--- src/split_virtqueue_driver_ring_macros.svh ---
// ----------------------------------------------------------------------------
// split_virtqueue_driver_ring assertion macros
// Shorthand for the concurrent checks at the end of the top level. Each use
// expects aclk and aresetn to be visible where it is expanded.
// ----------------------------------------------------------------------------
`ifndef SPLIT_VIRTQUEUE_DRIVER_RING_MACROS_SVH
`define SPLIT_VIRTQUEUE_DRIVER_RING_MACROS_SVH

// A condition that must hold at every clock edge out of reset.
`define SVDR_ASSERT_ALWAYS(label, cond, msg) \
    label: assert property (@(posedge aclk) disable iff (!aresetn) (cond)) \
        else $error(msg);

// A condition that must hold in the cycle after the antecedent.
`define SVDR_ASSERT_NEXT(label, ante, cons, msg) \
    label: assert property (@(posedge aclk) disable iff (!aresetn) (ante) |=> (cons)) \
        else $error(msg);

`endif

--- src/svdr_ram.sv ---
// ----------------------------------------------------------------------------
// svdr_ram
// Generic simple dual-port RAM: one write port, one registered read port.
// ----------------------------------------------------------------------------
module svdr_ram #(
    parameter int WIDTH = 8,
    parameter int DEPTH = 256
) (
    input  logic                     aclk,
    input  logic                     wr_en,
    input  logic [$clog2(DEPTH)-1:0] wr_addr,
    input  logic [WIDTH-1:0]         wr_data,
    input  logic [$clog2(DEPTH)-1:0] rd_addr,
    output logic [WIDTH-1:0]         rd_data
);

    logic [WIDTH-1:0] mem [DEPTH];
    logic [WIDTH-1:0] rd_data_reg;

    always_ff @(posedge aclk) begin
        if (wr_en) begin
            mem[wr_addr] <= wr_data;
        end
        rd_data_reg <= mem[rd_addr];
    end

    assign rd_data = rd_data_reg;

endmodule

--- config.mk ---
export PLATFORM = sky130hd
export DESIGN_NAME = svdr_ram
export DESIGN_NICKNAME = d
export VERILOG_FILES = /design/src/split_virtqueue_driver_ring_macros.svh /design/src/svdr_ram.sv
export SDC_FILE = /design/constraint.sdc
export NUM_CORES = 2
export LEC_CHECK = 0
export BUFFER_PORTS_ARGS = -buffer_cell sky130_fd_sc_hd__clkbuf_2
export CORE_MARGIN = 2
export CORE_UTILIZATION = 63
export DETAILED_ROUTE_END_ITERATION = 10
export PLACE_DENSITY = 0.79
export SLEW_MARGIN = 5
export SYNTH_ARGS = -nofsm -noshare
export SYNTH_HDL_FRONTEND = slang
export SYNTH_SLANG_ARGS = --single-unit
--- constraint.sdc ---
create_clock -name aclk -period 2.5 [get_ports aclk]
set_input_delay 0.375 -clock aclk [delete_from_list [all_inputs] [get_ports aclk]]
set_output_delay 0.375 -clock aclk [all_outputs]
set_load 0.02 [all_outputs]
=== Yosys cells after proc, flatten, opt, wreduce, memory -nomap -nowiden ===
Memories as Yosys holds them, arrays and structs flattened. A register that Yosys moved wholly into a read port is not among the register bits.
Index checks and enable logic that the tools add are counted.

* Output and inout port bits: 8
* Memory bits (writable): 2,048
* Logic and storage cells: 3
* Bits of input ports: 26
* Memories kept: 1
* Flip-flop bits (word level): 0

{| class="wikitable"
|+ Memories
! name !! depth !! bits a word !! read ports !! clocked after Yosys merged registers in !! write ports !! RTL line !! source
|-
| mem || 256 || 8 || 1 || 1 || 1 || svdr_ram.sv:17 || <nowiki>logic [WIDTH-1:0] mem [DEPTH];</nowiki>
|}

* Multiplexer cells: 2

{| class="wikitable"
|+ Operators with widths
! operator !! count
|-
| $mux W1 || 2
|}

=== Logic depth before layout (Yosys ltp) ===
* Depth in word-level cells: 2
* Depth in mapped cells: 11

=== Worst setup path after synthesis ===
No wires, ideal clock.

* Path type: input port to flip-flop
* From: input rd_addr[0]
* To: register rd_data_reg[2], in the netlist rd_data[2], read port of mem
* Cell stages on the path: 9
* Arrival: 2.182 ns
* Required time: 2.369 ns
* Setup slack: 0.187 ns
* Cell sequence: buf_6 -> buf_12 -> buf_8 -> buf_2 -> mux4_2 -> a22oi_1 -> a21oi_1 -> nor4_1 -> nor4_2

{| class="wikitable"
|+ RTL lines
! element !! RTL line !! source
|-
| start, declared || svdr_ram.sv:13 || <nowiki>input logic [$clog2(DEPTH)-1:0] rd_addr,</nowiki>
|-
| end, declared || svdr_ram.sv:18 || <nowiki>logic [WIDTH-1:0] rd_data_reg;</nowiki>
|}

==> results.md <==
* Status: finished with violations
* Failing checks: setup timing
* Root buffer cell: clkbuf_16
* Post-CTS setup buffers at 0
* Net count, final at 4502
* Largest family of logic cells by synthesized area: multiplexers
* Hold Startpoint: wr_data[1]
* Max Slew Vio Count at 0
* Most common flop cell mapped by yosys: edfxtp_1
* Fin worst setup slack at -0.0278 ns
* Endpoints failing setup at 1
* Logic pwr share at 5.8%
* Die area at 0.129 mm2
* Post-DR wirelength/cell at 33.9 um
* TritonCTS Buffers at 195
* Worst-margin pin slew at 0.834 ns
* Die W at 359 um
* Layout cells sized above 1 at 33.0%
* Total Routing Usage GR at 33.4%
* Number of flip-flops in the largest register at 2048
* R2R Setup Slk at -0.03 ns
* Peak VDD IR at 0.000838 V
* Endpoint class of the critical path: register
* Tcrit/Tclk final at 101%
* Routed WL at 213000 um
* Compound-Gate Fraction of Synth Area at 3.42%
* Insertion delay to the later sink of the worst-skew pair at 0.84 ns
* Data arrival time of the critical path at 3.23 ns
* Syn. warnings at 0
* Crit-path cells: mux4_2 -> a22o_1 -> a221oi_2 -> buf_4 -> o32ai_2 -> nor3_2 -> nor4_1
* FF+latch area at 0.0617 mm2
* Post-DRT Antenna Nets at 0
* Hold Path Cell Cnt at 1
* Synthesized-area fraction occupied by adder cells at 0%
* Initial antenna violation count at 7
* Setup crit start kind: register
* DP Worst Slack at -1.13 ns
* Net Sw Frac at 21.7%
* Port Buf Inserts at 33
* Seq/Total Area, Yosys at 77.5%
* Num rows at 130
* H-tree levels at 4
* Leakage at 30.6 nW
* Final Critical Period at 2.53 ns
* Synth Area per Inst at 21.3 um2
* Total I/O pin count at 34
* Reg clk slew, reported paths at 0.07 ns
* Mux cell area share after synthesis at 14.6%
* Area of the multi-input gates at 0.0166 mm2
* Reg2reg end: rd_data[3]
* Via density per instance at 7.00
* P_sw at 0.0155 W
* Pwr Density at 763 mW/mm2
* Post-synth EDFFs at 2048
* Post-synth cell types at 55
* Max-Cap Viols at 0
* DR vias at 44019
* WP data required at 3.20 ns
* Flop pwr share at 53.4%
* # DRC at 0
* First-pass GRT wire length at 308000 um
* Internal power at 0.0559 W
* Final hold vios at 0
* Post-Synth XOR/XNOR Area at 0%
* Initial Util at 63.4%
* Synth Net Count at 3759
* Critical path's slowest cell: mux4_2
* Area delta synth->final at 17.5%
* Core Area at 0.125 mm2
* Crit Path Max Fanout at 1
* Initial DRC count at 7755
* Max Fclk at 396 MHz
* Simple-Gate Fraction of Synth Area at 2.63%
* Syn Inst Count at 3733
* WHS Endpoint: mem[217][1]
* Congestion Overflow GR at 0
* Num Clock Sinks at 2056
* Die height at 359 um
* Pre-antenna DRT Iters at 9
* Crit Path Class: register to register
* RSZ-0062 raised after global routing: no
* Total chip power at 0.0713 W
* Vias in the first global route at 44313
* Async S/R FF share, synth at 0%
* Number of synthesized register bits at 2056
* Slew headroom at 44.2%
* Dpl hpwl at 131000 um
* Clk buf depth at 3
* Filler cells at 6217
* Clock share of power at 40.8%
* Reg-to-Reg Start: mem[80][3]
* CTS tree: yes
* Largest net degree at the start of global routing at 89
* HP Class: primary input to register
* Worst path max stage delay at 0.57 ns
* Final Skew at 0.0435 ns
* GP Congestion at 0.921
* Reg2reg path depth at 7
* Mapped cell area at 0.0796 mm2
[metal layers]
layer,vias up,track usage [%],wire [um]
li1,17191,-,-
met1,22328,45.4,71700
met2,3841,52.2,102000
met3,653,8.41,29000
met4,6,14.7,10400
met5,-,0,37
[power groups by stage]
stage | Clock (W) | Sequential (W) | Combinational [W]
floorplan | 0 | 0.0388 | 0.00185
global placement | 0 | 0.0388 | 0.00386
detailed placement | 0 | 0.0388 | 0.00396
CTS | 0.0292 | 0.0381 | 0.00406
global route | 0.0305 | 0.0381 | 0.00428
finish | 0.0291 | 0.0381 | 0.00416
[cells by family (layout without fill, tap and decap cells)]
group | Yosys count | in the layout
flip-flops | 2056 | 2056
multiplexers | 591 | 591
buffers and inverters | 235 | 1138
AND/OR/NAND/NOR | 466 | 466
other | 0 | 2
AO/OA/AOI/OAI | 385 | 385
[metrics by stage]
| stage | util [%] | hold WS, ns | area, um2 | cells | TNS (ns) |
|---|---|---|---|---|---|
| after floorplan | - | 0.474 | 79600 | 3733 | 0 |
| after global placement | 69.4 | 0.865 | 87100 | 5928 | -5.51 |
| after detailed placement | 69.4 | 0.872 | 87100 | 5928 | -5.96 |
| after CTS | 74.5 | 0.0394 | 93400 | 6286 | 0 |
| after global routing | 74.5 | 0.0730 | 93400 | 6286 | 0 |
| final | 74.5 | 0.0896 | 93400 | 6288 | -0.0278 |
[cell usage after synthesis (all sizes together) (6+ instances only)]
| master | number | area share (%) |
|---|---|---|
| clkbuf | 111 | 0.52 |
| nor4 | 27 | 0.24 |
| nand2 | 33 | 0.16 |
| a22oi | 133 | 1.3 |
| mux4 | 456 | 13 |
| a21oi | 96 | 0.60 |
| nor3 | 22 | 0.14 |
| nand3 | 34 | 0.21 |
| o22ai | 28 | 0.22 |
| a221oi | 14 | 0.16 |
| and2 | 6 | 0.047 |
| nor2 | 282 | 1.3 |
| o211ai | 10 | 0.094 |
| dfxtp | 8 | 0.20 |
| mux2i | 134 | 1.7 |
| o21ai | 12 | 0.075 |
| a211oi | 16 | 0.15 |
| o221ai | 47 | 0.53 |
| buf | 122 | 1.3 |
| nand4 | 10 | 0.079 |
| nand2b | 8 | 0.063 |
| edfxtp | 2048 | 77 |
| nor2b | 31 | 0.24 |
| a22o | 8 | 0.088 |
[placed cells by master, fill, tap and decap left out, types with 5 or more instances in the layout]
master,netlist,layout
edfxtp_1,2048,2048
buf_4,27,665
mux4_2,454,454
nor2_1,282,279
clkbuf_16,0,198
mux2i_1,134,134
a22oi_1,133,133
a21oi_1,96,96
buf_12,8,81
clkinv_1,1,47
o221ai_1,46,46
clkbuf_1,111,41
nand3_1,34,34
nand2_1,33,33
clkinv_2,0,33
o22ai_1,28,28
nor2b_1,31,28
clkbuf_2,0,21
nor3_1,22,20
nor4_1,24,17
a211oi_1,16,16
bufinv_16,0,16
a221oi_1,13,12
nand4_1,10,10
o211ai_1,10,10
o21ai_0,10,10
clkinvlp_4,0,9
nand2b_1,8,8
a22o_1,8,8
clkbuf_8,0,8
dfxtp_1,8,8
and2_1,6,6
nor4_2,3,5
o22a_1,5,5
nor4_4,0,5
inv_6,0,5
[area by class of cell]
cell class / count / share of cell area [%]
Antenna cell: 2 / 0.00536
Clock buffer: 239 / 5.47
Clock inverter: 118 / 1.21
Inverter: 2 / 0.00803
Multi-Input combinational cell: 1442 / 17.8
Sequential cell: 2056 / 66.0
Tap cell: 1650 / 2.21
Timing Repair Buffer: 779 / 7.36
[worst max path at each step]
stage,cells after the start,to,start,slack (ns)
finish,7,rd_data[3],mem[80][3],-0.03
global route,6,rd_data[6],mem[233][6],0.009
CTS,7,rd_data[3],mem[80][3],0.0007
detailed placement,11,rd_data[7],rd_addr[0],-1.13
global placement,9,rd_data[7],rd_addr[0],-1.03
floorplan,9,rd_data[2],rd_addr[0],0.19
[repair_timing]
item,in CTS,in global routing
setup endpoints to repair,5,4
hold buffers,1,0
resized for setup,9,8
endpoints found under the hold margin,26,0
pin swaps,0,2
[critical path, delay by kind of cell, from the launching register on]
kind,cells,cell delay (ns)
AO/OA/AOI/OAI,3,0.62
buffers and inverters,1,0.20
flip-flops,1,0.47
multiplexers,1,0.57
AND/OR/NAND/NOR,2,0.52
No activity file was read; power rests on OpenSTA's default activity.
