$ cat config.mk
export PLATFORM = sky130hd
export DESIGN_NAME = svdr_alu
export DESIGN_NICKNAME = d
export VERILOG_FILES = /design/src/split_virtqueue_driver_ring_macros.svh /design/src/svdr_pkg.sv /design/src/svdr_alu.sv
export SDC_FILE = /design/constraint.sdc
export NUM_CORES = 1
export LEC_CHECK = 0
export BUFFER_PORTS_ARGS = -buffer_cell sky130_fd_sc_hd__buf_2
export CAP_MARGIN = 20
export CORE_MARGIN = 2
export CORE_UTILIZATION = 47
export DETAILED_ROUTE_END_ITERATION = 8
export PLACE_DENSITY = 0.81
export SLEW_MARGIN = 20
export SYNTH_ARGS = -nofsm -noshare
export SYNTH_HDL_FRONTEND = slang
export SYNTH_SLANG_ARGS = --single-unit
$ cat constraint.sdc
create_clock -name vclk -period 4.9
set_input_delay 0.98 -clock vclk [all_inputs]
set_output_delay 0.98 -clock vclk [all_outputs]
set_load 0.03 [all_outputs]
$ cat src/split_virtqueue_driver_ring_macros.svh
// ----------------------------------------------------------------------------
// split_virtqueue_driver_ring assertion macros
// Shorthand for the concurrent checks at the end of the top level. Each use
// expects aclk and aresetn to be visible where it is expanded.
// ----------------------------------------------------------------------------
`ifndef SPLIT_VIRTQUEUE_DRIVER_RING_MACROS_SVH
`define SPLIT_VIRTQUEUE_DRIVER_RING_MACROS_SVH

// A condition that must hold at every clock edge out of reset.
`define SVDR_ASSERT_ALWAYS(label, cond, msg) \
    label: assert property (@(posedge aclk) disable iff (!aresetn) (cond)) \
        else $error(msg);

// A condition that must hold in the cycle after the antecedent.
`define SVDR_ASSERT_NEXT(label, ante, cons, msg) \
    label: assert property (@(posedge aclk) disable iff (!aresetn) (ante) |=> (cons)) \
        else $error(msg);

`endif

$ cat src/svdr_pkg.sv
// ----------------------------------------------------------------------------
// svdr_pkg
// Shared sizes, codes and control bundles of the split virtqueue driver ring.
// ----------------------------------------------------------------------------
package svdr_pkg;

    localparam int MAX_ENTRIES = 256;
    localparam int IDX_W       = $clog2(MAX_ENTRIES);
    localparam int CNT_W       = $clog2(MAX_ENTRIES + 1);
    localparam int RIDX_W      = 16;
    localparam int ADDR_W      = 64;
    localparam int LEN_W       = 32;
    localparam int QSIZE_W     = 9;
    localparam int CFG_DATA_W  = 32;
    localparam int CFG_ADDR_W  = 3;
    localparam int CFG_IDX_W   = CFG_ADDR_W - 2;

    // Descriptor word: {write flag, length, address}. Used entry: {id, length}.
    localparam int DESC_W = ADDR_W + LEN_W + 1;
    localparam int USED_W = IDX_W + LEN_W;

    localparam logic [CFG_IDX_W-1:0] REG_QSIZE = '0;

    typedef enum logic [1:0] {
        OP_ADD  = 2'd0,
        OP_POST = 2'd1,
        OP_GET  = 2'd2
    } opcode_t;

    typedef enum logic [1:0] {
        STAT_OK      = 2'd0,
        STAT_NO_FREE = 2'd1,
        STAT_NO_USED = 2'd2,
        STAT_BAD_ID  = 2'd3
    } status_t;

    typedef enum logic [2:0] {
        ST_IDLE,
        ST_DISPATCH,
        ST_ADD_LINK,
        ST_POST_WRITE,
        ST_GET_RECLAIM,
        ST_GET_ADDR,
        ST_DONE
    } state_t;

    typedef enum logic {
        ALU_INC,
        ALU_DIST
    } alu_func_t;

    typedef struct packed {
        alu_func_t         func;
        logic [RIDX_W-1:0] idx_a;
        logic [RIDX_W-1:0] idx_b;
        logic [IDX_W-1:0]  slot;
    } alu_req_t;

    typedef struct packed {
        logic [RIDX_W-1:0] idx;
        logic [IDX_W-1:0]  slot;
        logic              at_limit;
    } alu_rsp_t;

    typedef struct packed {
        logic             clear;
        logic             wr_en;
        logic [IDX_W-1:0] wr_addr;
        logic [IDX_W-1:0] wr_data;
        logic [IDX_W-1:0] rd_addr;
    } link_ctl_t;

    // A written queue size of zero means one; anything above the table depth
    // means the full table.
    function automatic logic [CNT_W-1:0] clamp_qsize(input logic [QSIZE_W-1:0] value);
        int n;
        n = int'(value);
        if (n == 0) begin
            n = 1;
        end
        if (n > MAX_ENTRIES) begin
            n = MAX_ENTRIES;
        end
        return CNT_W'(n);
    endfunction

endpackage

$ cat src/svdr_alu.sv
// ----------------------------------------------------------------------------
// svdr_alu
// Shared ring index unit: advances a 16-bit ring index together with its
// slot in the ring, or measures the distance between two ring indices.
// ----------------------------------------------------------------------------
module svdr_alu (
    input  svdr_pkg::alu_req_t              req,
    input  logic [svdr_pkg::CNT_W-1:0]      qsize,
    output svdr_pkg::alu_rsp_t              rsp
);

    localparam int RIDX_W = svdr_pkg::RIDX_W;
    localparam int CNT_W  = svdr_pkg::CNT_W;
    localparam int IDX_W  = svdr_pkg::IDX_W;

    logic [RIDX_W-1:0] operand_b;
    logic [RIDX_W-1:0] sum;
    logic [CNT_W-1:0]  slot_inc;

    always_comb begin
        operand_b = (req.func == svdr_pkg::ALU_INC) ? RIDX_W'(1) : (~req.idx_b + RIDX_W'(1));
        sum       = req.idx_a + operand_b;
        slot_inc  = CNT_W'(req.slot) + CNT_W'(1);

        rsp.idx      = sum;
        rsp.slot     = req.slot;
        rsp.at_limit = 1'b0;

        unique case (req.func)
            svdr_pkg::ALU_INC: begin
                // When the 16-bit index wraps to zero, its slot restarts too.
                if ((sum == '0) || (slot_inc == qsize)) begin
                    rsp.slot = '0;
                end else begin
                    rsp.slot = slot_inc[IDX_W-1:0];
                end
            end
            svdr_pkg::ALU_DIST: begin
                rsp.at_limit = (sum >= RIDX_W'(qsize));
            end
        endcase
    end

endmodule

---- Word level (Yosys, flattened, before mapping) ----
Cells that the tools add are included.
word-level totals
  bits of input ports ..................... 50
  register bits ........................... 0
  output and inout port bits .............. 25
  logic and storage cells ................. 12
operators by class
  multiplexer cells ....................... 4
  magnitude comparators ................... 1
  bitwise gates (word level) .............. 1
  add/sub/neg operators ................... 3
  reductions and logical operators ........ 2
  eq/ne operators ......................... 1
operators by type and width
  kind                                           count
  adder 16 x 1 -> 16 bit, second input constant  1
  adder 16 bit                                   1
  greater-or-equal comparator 16 x 9 -> 1 bit    1
  logical NOT 16 bit                             1
  two-way mux 16 bit                             1
  two-way mux 8 bit                              2
  inverter 16 bit                                1
  adder 8 x 1 -> 9 bit, second input constant    1
  == test 9 bit                                  1
  logical OR 1 bit                               1
  two-way mux 1 bit                              1

---- Depth between registers and ports, before layout ----
  depth in word-level cells ............... 8
  mapped depth ............................ 17
  depth with buffers taken out ............ 15

---- Worst setup path after synthesis ----
No wires, ideal clock.
  path type ............................... input to output
  start ................................... input port req[10] (netlist name)
  end ..................................... output port rsp[1] (netlist name)
  slack ................................... -1036 ps
  data required time ...................... 3920 ps
  buffers on the path ..................... 0
  cell stages on the path ................. 14
  arrival time ............................ 4956 ps
  cells stage by stage .................... nor4_2 > nand3_1 > or4_1 > xor2_1 > and2_1 > ha_1 > nand4_1 > or3b_1 > o211ai_1 > a21oi_2 > xnor2_1 > or2_4 > o31ai_2 > o31ai_1
RTL lines
  item             RTL line       RTL
  start, declared  svdr_alu.sv:7  input svdr_pkg::alu_req_t req,
  end, declared    svdr_alu.sv:9  output svdr_pkg::alu_rsp_t rsp

==> reports/metrics.csv <==
metric,value,unit
outcome,"finished, violations left",
failed_checks,setup timing,
yosys.area_share.xor_xnor,18.4,%
place_inst,455,
port-buffer-count,75,
avgViaCountPerCell,5.55,
die_h,67.5,um
max_slew_margin,66.7,%
worst_path_max_delay_cell,sky130_fd_sc_hd__or4_4,
yosys.area_share.simple,32.1,%
static-leakage-power,1.57,nW
synth_area,0.00190,sq mm
worstSetupEndpointType,output pin,
die_width,67.5,um
synth.lib_cells_used.distinct,58,
ir_drop,0.0879,mV
fin_nets,485,
timing.final.setup_violations,10,
global_route_wire_length_before_repair,10300,um
synth_common_cells,"sky130_fd_sc_hd__ha_1 (26), sky130_fd_sc_hd__inv_1 (22), sky130_fd_sc_hd__nor2_1 (22)",
worst-endpoint-arrival,4.52,ns
synth_sequential_area_ratio,0,%
pwr_density_cell,147,mW/mm^2
detailedRoute.firstPassIterationCount,4,
netlist.area_leader.share,17.2,%
combinationalPowerShare,100.0,%
critical_path.cell_chain,buf_6 -> nor4_4 -> nand3_2 -> or4_4 -> xor2_1 -> and2_4 -> ha_4 -> nand4_1 -> or3b_1 -> o21a_1 -> a21oi_4 -> xor2_2 -> nand4b_4 -> nor4_4 -> buf_6 -> nor2_1 -> buf_4,
antenna_found_initial,0,
core_region_area,0.00394,sq mm
clockPowerShare,0,%
clkbuf_count,0,
worst_hold_slack,2.33,ns
num_vias,2531,
synth_area_per_cell,7.13,sq um
peak_clock_frequency_supported_by_timing,182,MHz
layout_worst_path_cycle_share,112,%
multi_input_logic_area,0.00198,sq mm
synthesis.nets,343,
syn-instance-count,266,
setup-tns-final,-5.17,ns
synth.area.mux_share,0.528,%
p_int,0.000208,W
timing_worst_setup_path_type,input pin to output pin,
postCtsHoldBufs,0,
cpPeakStageDelay,0.43,ns
antenna_left,0,
yosys.area.top_type,sky130_fd_sc_hd__ha_1,
drt-total-wl,6450,um
post-synth-top-count-cell,sky130_fd_sc_hd__ha_1,
worstHoldPathType,input pin to output pin,
seqPwrFrac,0,%
wl_per_cell,14.2,um
synth-compound-area-share,25.1,%
first_global_vias,2543,
worst_slack,-0.598,ns
drive_gt1_share,46.6,%
filler_cell_count,263,
synth-adder-area-share,18.2,%
number_of_sequential_storage_elements,0,
sequential_cell_area,0,sq um
report.final.slew_viol_count,0,
transition_time_at_the_pin_with_the_least_slew_margin,0.498,ns
post-dp-hpwl,5270,um
placementRows,23,
flow.area_growth_from_synthesis,63.9,%
detail_route.drc_violations,0,
yosysWarnings,0,
design.die.area,0.00456,sq mm
setup_repair_after_global_routing_missed_its_margin,true,
globalRoute.totalOverflow,0,
worstSetupStartpointType,input pin,
p_sw,0.000248,W
report.final.hold_viol_count,0,
post-route-min-period,5.50,ns
pin_count,75,
synth_top_family_by_area,simple AND/OR/NAND/NOR gates,
globalRouteTotalUtil,28.3,%
layoutNonFillerInstCount,456,
total_of_max_cap_violations,0,
1st_iter_drt_viols,75,
synth.area.top_cells,"sky130_fd_sc_hd__ha_1 (17%), sky130_fd_sc_hd__xnor2_1 (9.7%), sky130_fd_sc_hd__xor2_1 (7.9%)",
antenna_cells,0,
cpLargestDelayFamily,simple AND/OR/NAND/NOR gates,
cp_data_required_time,3.92,ns
final_weighted_congestion_in_routability_driven_placement,0.864,
cp.buffers_inverters,3,
path_max_fanout,6,
switching_share,54.3,%
floorplan.initialDensity,48.1,%
grt_max_degree,14,
worst min-delay path: cells and delay by family:
kind / cells / cell delay, ns
buffers and inverters: 2 / 0.28
AO/OA/AOI/OAI: 1 / 0.08
placed cells by master (no fill, tap or decap), types with 7 or more instances in the layout:
cell type and instances:
sky130_fd_sc_hd__buf_4 71, sky130_fd_sc_hd__buf_2 61, sky130_fd_sc_hd__ha_1 23, sky130_fd_sc_hd__inv_1 21, sky130_fd_sc_hd__nand2_1 20, sky130_fd_sc_hd__xnor2_1 19
sky130_fd_sc_hd__nor2_1 17, sky130_fd_sc_hd__xor2_1 15, sky130_fd_sc_hd__buf_6 12, sky130_fd_sc_hd__and2_1 9, sky130_fd_sc_hd__a21oi_1 9, sky130_fd_sc_hd__nor3_1 8
sky130_fd_sc_hd__and3_1 8, sky130_fd_sc_hd__nand3_1 7, sky130_fd_sc_hd__a21o_1 7
logic make-up (layout without fill, tap and decap cells):
group	count (synthesis)	after routing
AOI/OAI and AO/OA	64	64
xor gates and xnor gates	39	39
adders and majority gates	27	27
buffers and inverters	27	167
muxes	1	1
and+or+nand+nor	108	108
path summary, 6_finish.rpt:
| kind | start | slack, ns | cells past startpoint | end |
|---|---|---|---|---|
| max | req[11] | -0.60 | 17 | rsp[7] |
| min | req[0] | 2.33 | 3 | rsp[1] |
final cells by class:
cell class                      count  share of cell area [%]
Timing Repair Buffer              145                    31.6
Inverter                           22                    2.66
Tap cell                           50                    2.01
Multi-Input combinational cell    239                    63.8
routing by layer:
| metal | GRT usage (%) | vias up | routed length (um) |
|---|---|---|---|
| li1 | - | 1239 | - |
| met1 | 30.8 | 1170 | 2480 |
| met2 | 58.1 | 104 | 3470 |
| met3 | 1.67 | 18 | 333 |
| met4 | 6.12 | 0 | 176 |
| met5 | 0 | - | 0 |
repair_timing:
item	4_1_cts	5_1_grt
buffers inserted	3	1
resized for setup	34	6
pin swaps	13	6
endpoints found under the setup margin	11	16
metrics by stage:
stage / utilization (%) / total power, W / setup WS [ns] / area, sq um
after floorplan: - / 0.000261 / -0.398 / 2030
after global placement: 75.0 / 0.000412 / -0.501 / 2960
after detailed placement: 75.0 / 0.000427 / -0.609 / 2960
after CTS: 78.3 / 0.000446 / -0.558 / 3090
after global routing: 78.8 / 0.000491 / -0.787 / 3110
final: 78.8 / 0.000456 / -0.598 / 3110
power by group through the flow:
stage,sequential [W],combinational [W],clock (W)
detailed placement,0,0.000427,0
CTS,0,0.000446,0
floorplan,0,0.000261,0
finish,0,0.000456,0
global placement,0,0.000412,0
global route,0,0.000491,0
Note: power is estimated with default switching activity, not from simulation.
