**src/split_virtqueue_driver_ring_macros.svh**
```systemverilog
// ----------------------------------------------------------------------------
// split_virtqueue_driver_ring assertion macros
// Shorthand for the concurrent checks at the end of the top level. Each use
// expects aclk and aresetn to be visible where it is expanded.
// ----------------------------------------------------------------------------
`ifndef SPLIT_VIRTQUEUE_DRIVER_RING_MACROS_SVH
`define SPLIT_VIRTQUEUE_DRIVER_RING_MACROS_SVH

// A condition that must hold at every clock edge out of reset.
`define SVDR_ASSERT_ALWAYS(label, cond, msg) \
    label: assert property (@(posedge aclk) disable iff (!aresetn) (cond)) \
        else $error(msg);

// A condition that must hold in the cycle after the antecedent.
`define SVDR_ASSERT_NEXT(label, ante, cons, msg) \
    label: assert property (@(posedge aclk) disable iff (!aresetn) (ante) |=> (cons)) \
        else $error(msg);

`endif

```
**src/svdr_pkg.sv**
```systemverilog
// ----------------------------------------------------------------------------
// svdr_pkg
// Shared sizes, codes and control bundles of the split virtqueue driver ring.
// ----------------------------------------------------------------------------
package svdr_pkg;

    localparam int MAX_ENTRIES = 256;
    localparam int IDX_W       = $clog2(MAX_ENTRIES);
    localparam int CNT_W       = $clog2(MAX_ENTRIES + 1);
    localparam int RIDX_W      = 16;
    localparam int ADDR_W      = 64;
    localparam int LEN_W       = 32;
    localparam int QSIZE_W     = 9;
    localparam int CFG_DATA_W  = 32;
    localparam int CFG_ADDR_W  = 3;
    localparam int CFG_IDX_W   = CFG_ADDR_W - 2;

    // Descriptor word: {write flag, length, address}. Used entry: {id, length}.
    localparam int DESC_W = ADDR_W + LEN_W + 1;
    localparam int USED_W = IDX_W + LEN_W;

    localparam logic [CFG_IDX_W-1:0] REG_QSIZE = '0;

    typedef enum logic [1:0] {
        OP_ADD  = 2'd0,
        OP_POST = 2'd1,
        OP_GET  = 2'd2
    } opcode_t;

    typedef enum logic [1:0] {
        STAT_OK      = 2'd0,
        STAT_NO_FREE = 2'd1,
        STAT_NO_USED = 2'd2,
        STAT_BAD_ID  = 2'd3
    } status_t;

    typedef enum logic [2:0] {
        ST_IDLE,
        ST_DISPATCH,
        ST_ADD_LINK,
        ST_POST_WRITE,
        ST_GET_RECLAIM,
        ST_GET_ADDR,
        ST_DONE
    } state_t;

    typedef enum logic {
        ALU_INC,
        ALU_DIST
    } alu_func_t;

    typedef struct packed {
        alu_func_t         func;
        logic [RIDX_W-1:0] idx_a;
        logic [RIDX_W-1:0] idx_b;
        logic [IDX_W-1:0]  slot;
    } alu_req_t;

    typedef struct packed {
        logic [RIDX_W-1:0] idx;
        logic [IDX_W-1:0]  slot;
        logic              at_limit;
    } alu_rsp_t;

    typedef struct packed {
        logic             clear;
        logic             wr_en;
        logic [IDX_W-1:0] wr_addr;
        logic [IDX_W-1:0] wr_data;
        logic [IDX_W-1:0] rd_addr;
    } link_ctl_t;

    // A written queue size of zero means one; anything above the table depth
    // means the full table.
    function automatic logic [CNT_W-1:0] clamp_qsize(input logic [QSIZE_W-1:0] value);
        int n;
        n = int'(value);
        if (n == 0) begin
            n = 1;
        end
        if (n > MAX_ENTRIES) begin
            n = MAX_ENTRIES;
        end
        return CNT_W'(n);
    endfunction

endpackage

```
**src/svdr_ram.sv**
```systemverilog
// ----------------------------------------------------------------------------
// svdr_ram
// Generic simple dual-port RAM: one write port, one registered read port.
// ----------------------------------------------------------------------------
module svdr_ram #(
    parameter int WIDTH = 8,
    parameter int DEPTH = 256
) (
    input  logic                     aclk,
    input  logic                     wr_en,
    input  logic [$clog2(DEPTH)-1:0] wr_addr,
    input  logic [WIDTH-1:0]         wr_data,
    input  logic [$clog2(DEPTH)-1:0] rd_addr,
    output logic [WIDTH-1:0]         rd_data
);

    logic [WIDTH-1:0] mem [DEPTH];
    logic [WIDTH-1:0] rd_data_reg;

    always_ff @(posedge aclk) begin
        if (wr_en) begin
            mem[wr_addr] <= wr_data;
        end
        rd_data_reg <= mem[rd_addr];
    end

    assign rd_data = rd_data_reg;

endmodule

```
**src/svdr_link.sv**
```systemverilog
// ----------------------------------------------------------------------------
// svdr_link
// Free list link table. Entries not written since the last relink read as
// their successor index, with the last entry of the queue wrapping to zero.
// ----------------------------------------------------------------------------
module svdr_link (
    input  logic                        aclk,
    input  logic                        aresetn,
    input  svdr_pkg::link_ctl_t         ctl,
    input  logic [svdr_pkg::CNT_W-1:0]  qsize,
    output logic [svdr_pkg::IDX_W-1:0]  rd_data
);

    localparam int MAX_ENTRIES = svdr_pkg::MAX_ENTRIES;
    localparam int IDX_W       = svdr_pkg::IDX_W;
    localparam int CNT_W       = svdr_pkg::CNT_W;

    logic [MAX_ENTRIES-1:0] valid_reg;
    logic                   rd_valid_reg;
    logic [IDX_W-1:0]       rd_addr_reg;
    logic [IDX_W-1:0]       ram_q;
    logic [CNT_W-1:0]       succ;
    logic [IDX_W-1:0]       dflt;

    svdr_ram #(
        .WIDTH (IDX_W),
        .DEPTH (MAX_ENTRIES)
    ) u_link_ram (
        .aclk    (aclk),
        .wr_en   (ctl.wr_en),
        .wr_addr (ctl.wr_addr),
        .wr_data (ctl.wr_data),
        .rd_addr (ctl.rd_addr),
        .rd_data (ram_q)
    );

    always_ff @(posedge aclk) begin
        if (!aresetn) begin
            valid_reg    <= '0;
            rd_valid_reg <= 1'b0;
        end else begin
            if (ctl.clear) begin
                valid_reg <= '0;
            end else if (ctl.wr_en) begin
                valid_reg[ctl.wr_addr] <= 1'b1;
            end
            rd_valid_reg <= valid_reg[ctl.rd_addr];
        end
    end

    always_ff @(posedge aclk) begin
        rd_addr_reg <= ctl.rd_addr;
    end

    always_comb begin
        succ    = CNT_W'(rd_addr_reg) + CNT_W'(1);
        dflt    = (succ < qsize) ? succ[IDX_W-1:0] : '0;
        rd_data = rd_valid_reg ? ram_q : dflt;
    end

endmodule

```
**config.mk**
```make
export PLATFORM = sky130hd
export DESIGN_NAME = svdr_link
export DESIGN_NICKNAME = d
export VERILOG_FILES = /design/src/split_virtqueue_driver_ring_macros.svh /design/src/svdr_pkg.sv /design/src/svdr_ram.sv /design/src/svdr_link.sv
export SDC_FILE = /design/constraint.sdc
export NUM_CORES = 2
export LEC_CHECK = 0
export BUFFER_PORTS_ARGS = -buffer_cell sky130_fd_sc_hd__buf_2
export CAP_MARGIN = 20
export CORE_UTILIZATION = 36
export CTS_CLUSTER_SIZE = 25
export DETAILED_ROUTE_END_ITERATION = 12
export GPL_TIMING_DRIVEN = 0
export SLEW_MARGIN = 20
export SYNTH_ARGS = -nofsm -noshare
export SYNTH_HDL_FRONTEND = slang
export SYNTH_HIERARCHICAL = 1
export SYNTH_SLANG_ARGS = --single-unit
```
**constraint.sdc**
```tcl
create_clock -name aclk -period 1.9 [get_ports aclk]
set_input_delay 0.095 -clock aclk [delete_from_list [all_inputs] [get_ports aclk]]
set_output_delay 0.095 -clock aclk [all_outputs]
set_load 0.03 [all_outputs]
```
* Word-level counts from Yosys, hierarchy flattened
Memories as Yosys holds them, arrays and structs flattened. A register that Yosys moved wholly into a read port is not among the register bits.
Index checks and enable logic that the tools add are counted.
** Cells by class
- Add/sub/neg operators :: 1
- $lt $le $gt $ge :: 4
- Mux-type cells :: 8
- Bitwise operators :: 2
- Reductions and logical operators :: 2
** Operator list (number)
- 256-bit bitwise OR :: 1
- 8-bit by 9-bit less-than comparator with 1-bit output (second input constant) :: 2
- 8-bit two-way mux :: 2
- 8-bit by 1-bit adder with 9-bit output (second input constant) :: 1
- 9-bit less-than comparator :: 1
- 1-bit binary-select mux with 8-bit select :: 1
- 1-bit demux with 8-bit select :: 1
- 8-bit by 1-bit >= comparator with 1-bit output (second input constant) :: 1
- 1-bit two-way mux :: 4
- 2-bit OR reduction :: 1
- 1-bit logical AND :: 1
- 1-bit inverter :: 1
** Storage, ports and cells
- Flip-flop bits (word level) :: 265
- Memory bits (writable) :: 2048
- Output and inout bits :: 8
- Memories :: 1
** Memory list
- u_link_ram.mem :: words 256, width 8, rd ports 1, clocked after Yosys merged registers in 1, wr ports 1, RTL line svdr_ram.sv:17 : logic [WIDTH-1:0] mem [DEPTH];

* Logic depth before layout (Yosys ltp)
- Depth in word-level cells :: 5
- Gate-level depth with buffers :: 11
- Mapped depth without buffers :: 9

* Cells and area by module
The synthesis kept the hierarchy.
** Modules (own cells, without submodules)
- svdr_ram :: instances 1, cells each 3733, area each 79556.3 um^2, seq. area each 61659.1 um^2
- svdr_link :: instances 1, cells each 1152, area each 10686.5 um^2, seq. area each 5305.1 um^2

* Worst setup path after synthesis
No wires, ideal clock.
- Kind :: reg-to-output
- Start :: reg rd_addr_reg[0]
- End :: out rd_data[0] (netlist name)
- Arrival time :: 2.101 ns
- Path slack :: -0.296 ns
- Cell stages (with the launch flop) :: 10
- Path through :: dfxtp_1 > ha_1 > ha_1 > a21boi_0 > o21a_1 > o21ai_0 > a21oi_1 > o31ai_1 > a21o_1 > a22o_1
** On the way
- Word-level cells in the longest chain between the ends :: 4
** Ends and longest elaborated chain
- start, declared :: RTL line svdr_link.sv:20 : logic [IDX_W-1:0] rd_addr_reg;
- start signal, assigned :: RTL line svdr_link.sv:52 : rd_addr_reg <= ctl.rd_addr;
- 8-bit by 1-bit adder with 9-bit output * :: RTL line svdr_link.sv:56 : succ = CNT_W'(rd_addr_reg) + CNT_W'(1);
- 9-bit less-than comparator :: RTL line svdr_link.sv:57 : dflt = (succ < qsize) ? succ[IDX_W-1:0] : '0;
- 8-bit two-way mux * :: RTL line svdr_link.sv:57
- 8-bit two-way mux * :: RTL line svdr_link.sv:58 : rd_data = rd_valid_reg ? ram_q : dflt;
- end, declared :: RTL line svdr_link.sv:11 : output logic [svdr_pkg::IDX_W-1:0] rd_data
Every way passes the cells marked *; elsewhere a longest branch is shown, timed or not.

* Final worst setup path
- Start :: reg rd_addr_reg[0]
- End :: out rd_data[2] (netlist name)
Same word-level chain as after synthesis.

==> impl_metrics.py <==
metrics = {
    "outcome": {
        "status": "complete, but fails checks",
        "violations": "negative setup slack",
    },
    "global_routing": {
        "grt_use_met1_pct": 30.7,
        "grt.busiest_layer": "met2",
        "met2_usage_pct": 34.5,
        "grt_max_degree": 121,
        "grt_first_pass_wirelength_mm": 397,
        "track_usage_pct": 22.7,
        "antenna_found_initial": 14,
        "met3_usage_pct": 5.50,
        "grt_pass1_vias": 49500,
        "grt_overflow_total": 0,
    },
    "route": {
        "drt_iter0_markers": 7830,
        "viasPerCell": 5.90,
        "drtAntennaViolNets": 0,
        "wl_per_cell_um": 32.9,
        "via_count": 51900,
        "drc": 0,
        "dr.pass1.iters": 6,
        "routed_wirelength_mm": 290,
    },
    "sta": {
        "finalCriticalPeriod_ns": 3.11,
        "fmax_mhz": 322,
        "post-route-period-util_pct": 164,
        "finalHoldViolCount": 0,
        "rsz0062_at_grt": "true",
        "setup_violations": 327,
        "worst_slew_pin_slew_ns": 1.21,
        "setup_ws_ns": -1.21,
        "finalMaxSlewViolations": 0,
        "clock_skew_ns": 0.0427,
        "timing.slew.headroom_pct": 19.4,
    },
    "yosys": {
        "synth_area_per_cell_sq_um": 18.5,
        "yosys_warnings": 6,
        "ys_ff_latch": 2321,
        "ys_seq_area_share_pct": 74.2,
        "synth_cell_types": 74,
        "async_reset_ff_share_pct": 0,
        "synth_fp_nets": 4931,
        "ys.flop_type": "edfxtp_1",
        "synth_edf_count": 2048,
        "syn_inst": 4885,
        "synth_area_sq_mm": 0.0902,
    },
    "power": {
        "leakage_nw": 33.2,
        "peakVddDrop_mv": 0.805,
        "p_per_area_mw_per_mm2": 1010,
        "finalPower_w": 0.109,
    },
    "clock_tree": {
        "clock-root-buffer": "clkbuf_16",
        "cts.reportedPaths.clkPinSlew_ns": 0.06,
        "cts_tree": "built",
        "cts_sinks": 2321,
        "cts_buffers": 230,
        "htreeDepth": 4,
        "clock_path_buffers": 3,
        "clock_latency_ns": 0.88,
    },
    "critical_path": {
        "worstPathArrival_ns": 3.01,
        "crit_buf_inv": 1,
        "worstSetupEndpointType": "output port",
        "worst_setup_path_start_kind": "register",
        "r2r_slack_ns": -0.68,
        "reg2regPathDepth": 6,
        "reg2reg_to": "u_link_ram/rd_data[6]$_DFF_P_",
        "crit_path_max_fanout": 8,
        "crit_slowest_cell": "dfxtp_4",
        "cp_cell_sequence": "ha_4 -> ha_4 -> a21boi_2 -> o21a_1 -> o21ai_1 -> a21oi_1 -> o31ai_1 -> a21o_2 -> a22o_4 -> buf_6",
        "crit_path_frequent_cell": "ha_4",
        "crit_family": "compound AO/OA/AOI/OAI gates",
        "max_stage_delay_ns": 0.36,
        "timing.rr.start": "u_link_ram/mem[64][6]$_DFFE_PP_",
        "crit_type": "reg2out",
        "cp.required_ns": 1.80,
    },
    "finish": {
        "multiInputGateArea_sq_mm": 0.0243,
        "layout.nets": 5296,
        "area_growth_pct": 19.0,
        "drive_gt1_share_pct": 30.1,
        "fillers": 21500,
        "final_common_cell": "edfxtp_1",
        "largest_reg_flops": 2048,
        "regArea_sq_mm": 0.0670,
        "final_cell_mix": "2048 x edfxtp_1, 500 x mux4_2, 329 x a21oi_1",
        "finalCoreUtilization_pct": 43.2,
    },
    "floorplanning": {
        "die_y_um": 503,
        "design.core.area_sq_mm": 0.249,
        "fp-row-count": 183,
        "die-area_sq_mm": 0.253,
        "fp.dieW_um": 503,
        "start_util_pct": 36.3,
        "pin_count": 45,
    },
    "min_path": {
        "hold_depth": 4,
        "min_path_type": "in2reg",
        "min-delay-start": "ctl[20]",
        "hold_end": "valid_reg[131]$_SDFFE_PP0P_",
    },
    "run": {
        "cap_viol_max_count": 0,
    },
    "placed_design": {
        "numPortBuffers": 44,
        "gp_congestion": 0.960,
        "hpwl_mm": 194,
    },
}
## how the worst max path moves through the flow
stage | slack, ns | endpoint | cells past startpoint | startpoint
5_1_grt | -1.37 | rd_data[3] | 10 | rd_addr_reg[0]$_DFF_P_
3_3_place_gp | -3.62 | u_link_ram/rd_data[3]$_DFF_P_ | 10 | ctl[1]
3_5_place_dp | -2.85 | u_link_ram/rd_data[2]$_DFF_P_ | 10 | ctl[1]
4_1_cts | -1.26 | rd_data[0] | 10 | rd_addr_reg[0]$_DFF_P_
6_report | -1.21 | rd_data[2] | 10 | rd_addr_reg[0]$_DFF_P_
2_1_floorplan | -0.09 | rd_data[0] | 9 | rd_addr_reg[1]$_DFF_P_
## synthesized netlist by cell type, types with 17 or more instances
master | n | area (sq um)
edfxtp_1 | 2048 | 61500
nor2_1 | 565 | 2120
mux4_2 | 500 | 11300
a21oi_1 | 357 | 1790
dfxtp_1 | 273 | 5470
clkbuf_1 | 175 | 657
a22oi_1 | 144 | 1080
mux2i_1 | 144 | 1440
o221ai_1 | 53 | 464
nand2_1 | 48 | 180
buf_2 | 41 | 205
nand3_1 | 41 | 205
o22ai_1 | 41 | 257
nor2b_1 | 39 | 244
nor3_1 | 34 | 170
buf_4 | 31 | 233
nor4_1 | 27 | 169
buf_1 | 25 | 93.8
buf_6 | 25 | 282
mux2_2 | 25 | 282
nand2b_1 | 19 | 119
a22o_1 | 18 | 158
a211oi_1 | 17 | 128
## metrics by stage
stage / hold WS (ns) / cell area [sq um] / TNS, ns / instances / setup slack (ns)
global route: 0.0306 / 107000 / -26.35 / 8784 / -1.37
CTS: 0.00763 / 107000 / -50.21 / 8770 / -1.26
floorplan: 0.123 / 90700 / -9.01 / 4885 / -0.0918
detailed placement: 0.386 / 96000 / -2910.63 / 8296 / -2.85
global placement: 0.382 / 95100 / -8488.47 / 8259 / -3.62
finish: 0.0724 / 107000 / -37.52 / 8788 / -1.21
## cells by family (layout without fill, tap and decap cells)
family                     count (synthesis)  in the layout  share of synthesized area (%)
and+or+nand+nor                          831            831                           4.02
adders and majority gates                  9              9                          0.125
buffers and inverters                    330            898                           2.09
other                                      0              5                              0
DFF                                     2321           2321                           74.2
AOI/OAI and AO/OA                        715            715                           5.03
xor gates and xnor gates                   6              6                         0.0582
muxes                                    673            673                           14.5
## worst register-to-register path: cells and delay by family, from the launching register on
kind,cells,cell delay (ns)
flip-flops,1,0.38
AND/OR/NAND/NOR,2,0.47
multiplexers,1,0.47
AO/OA/AOI/OAI,3,1.06
## cell type report
class	instances	area share, %
clock inverter	146	1.46
multi-input combinational	2234	22.6
timing repair buffer	138	1.53
sequential	2321	62.4
antenna	5	0.0116
clock buffer	289	5.64
tap	3330	3.88
inverter	11	0.0396
buffer	314	2.49
## report_power, final
group | internal, W | leakage [nW] | switching [W] | total, W
Sequential | 0.0556 | 20.6 | 0.0000582 | 0.0556
Combinational | 0.00236 | 8.84 | 0.00488 | 0.00724
Clock | 0.0263 | 3.72 | 0.0198 | 0.0461
## per-layer routing
metal	vias to the layer above	wire length (um)
met5	-	12
met4	2	13600
met3	580	32300
met2	3134	132000
met1	27600	112000
li1	20600	-
## timing repair
action	4_1_cts	5_1_grt
hold endpoints to repair	1311	0
resized for setup	676	218
hold buffers	27	0
setup endpoints to repair	1922	1600
pin swaps	52	37
buffers inserted	19	14
(Power assumes the default switching activity.)
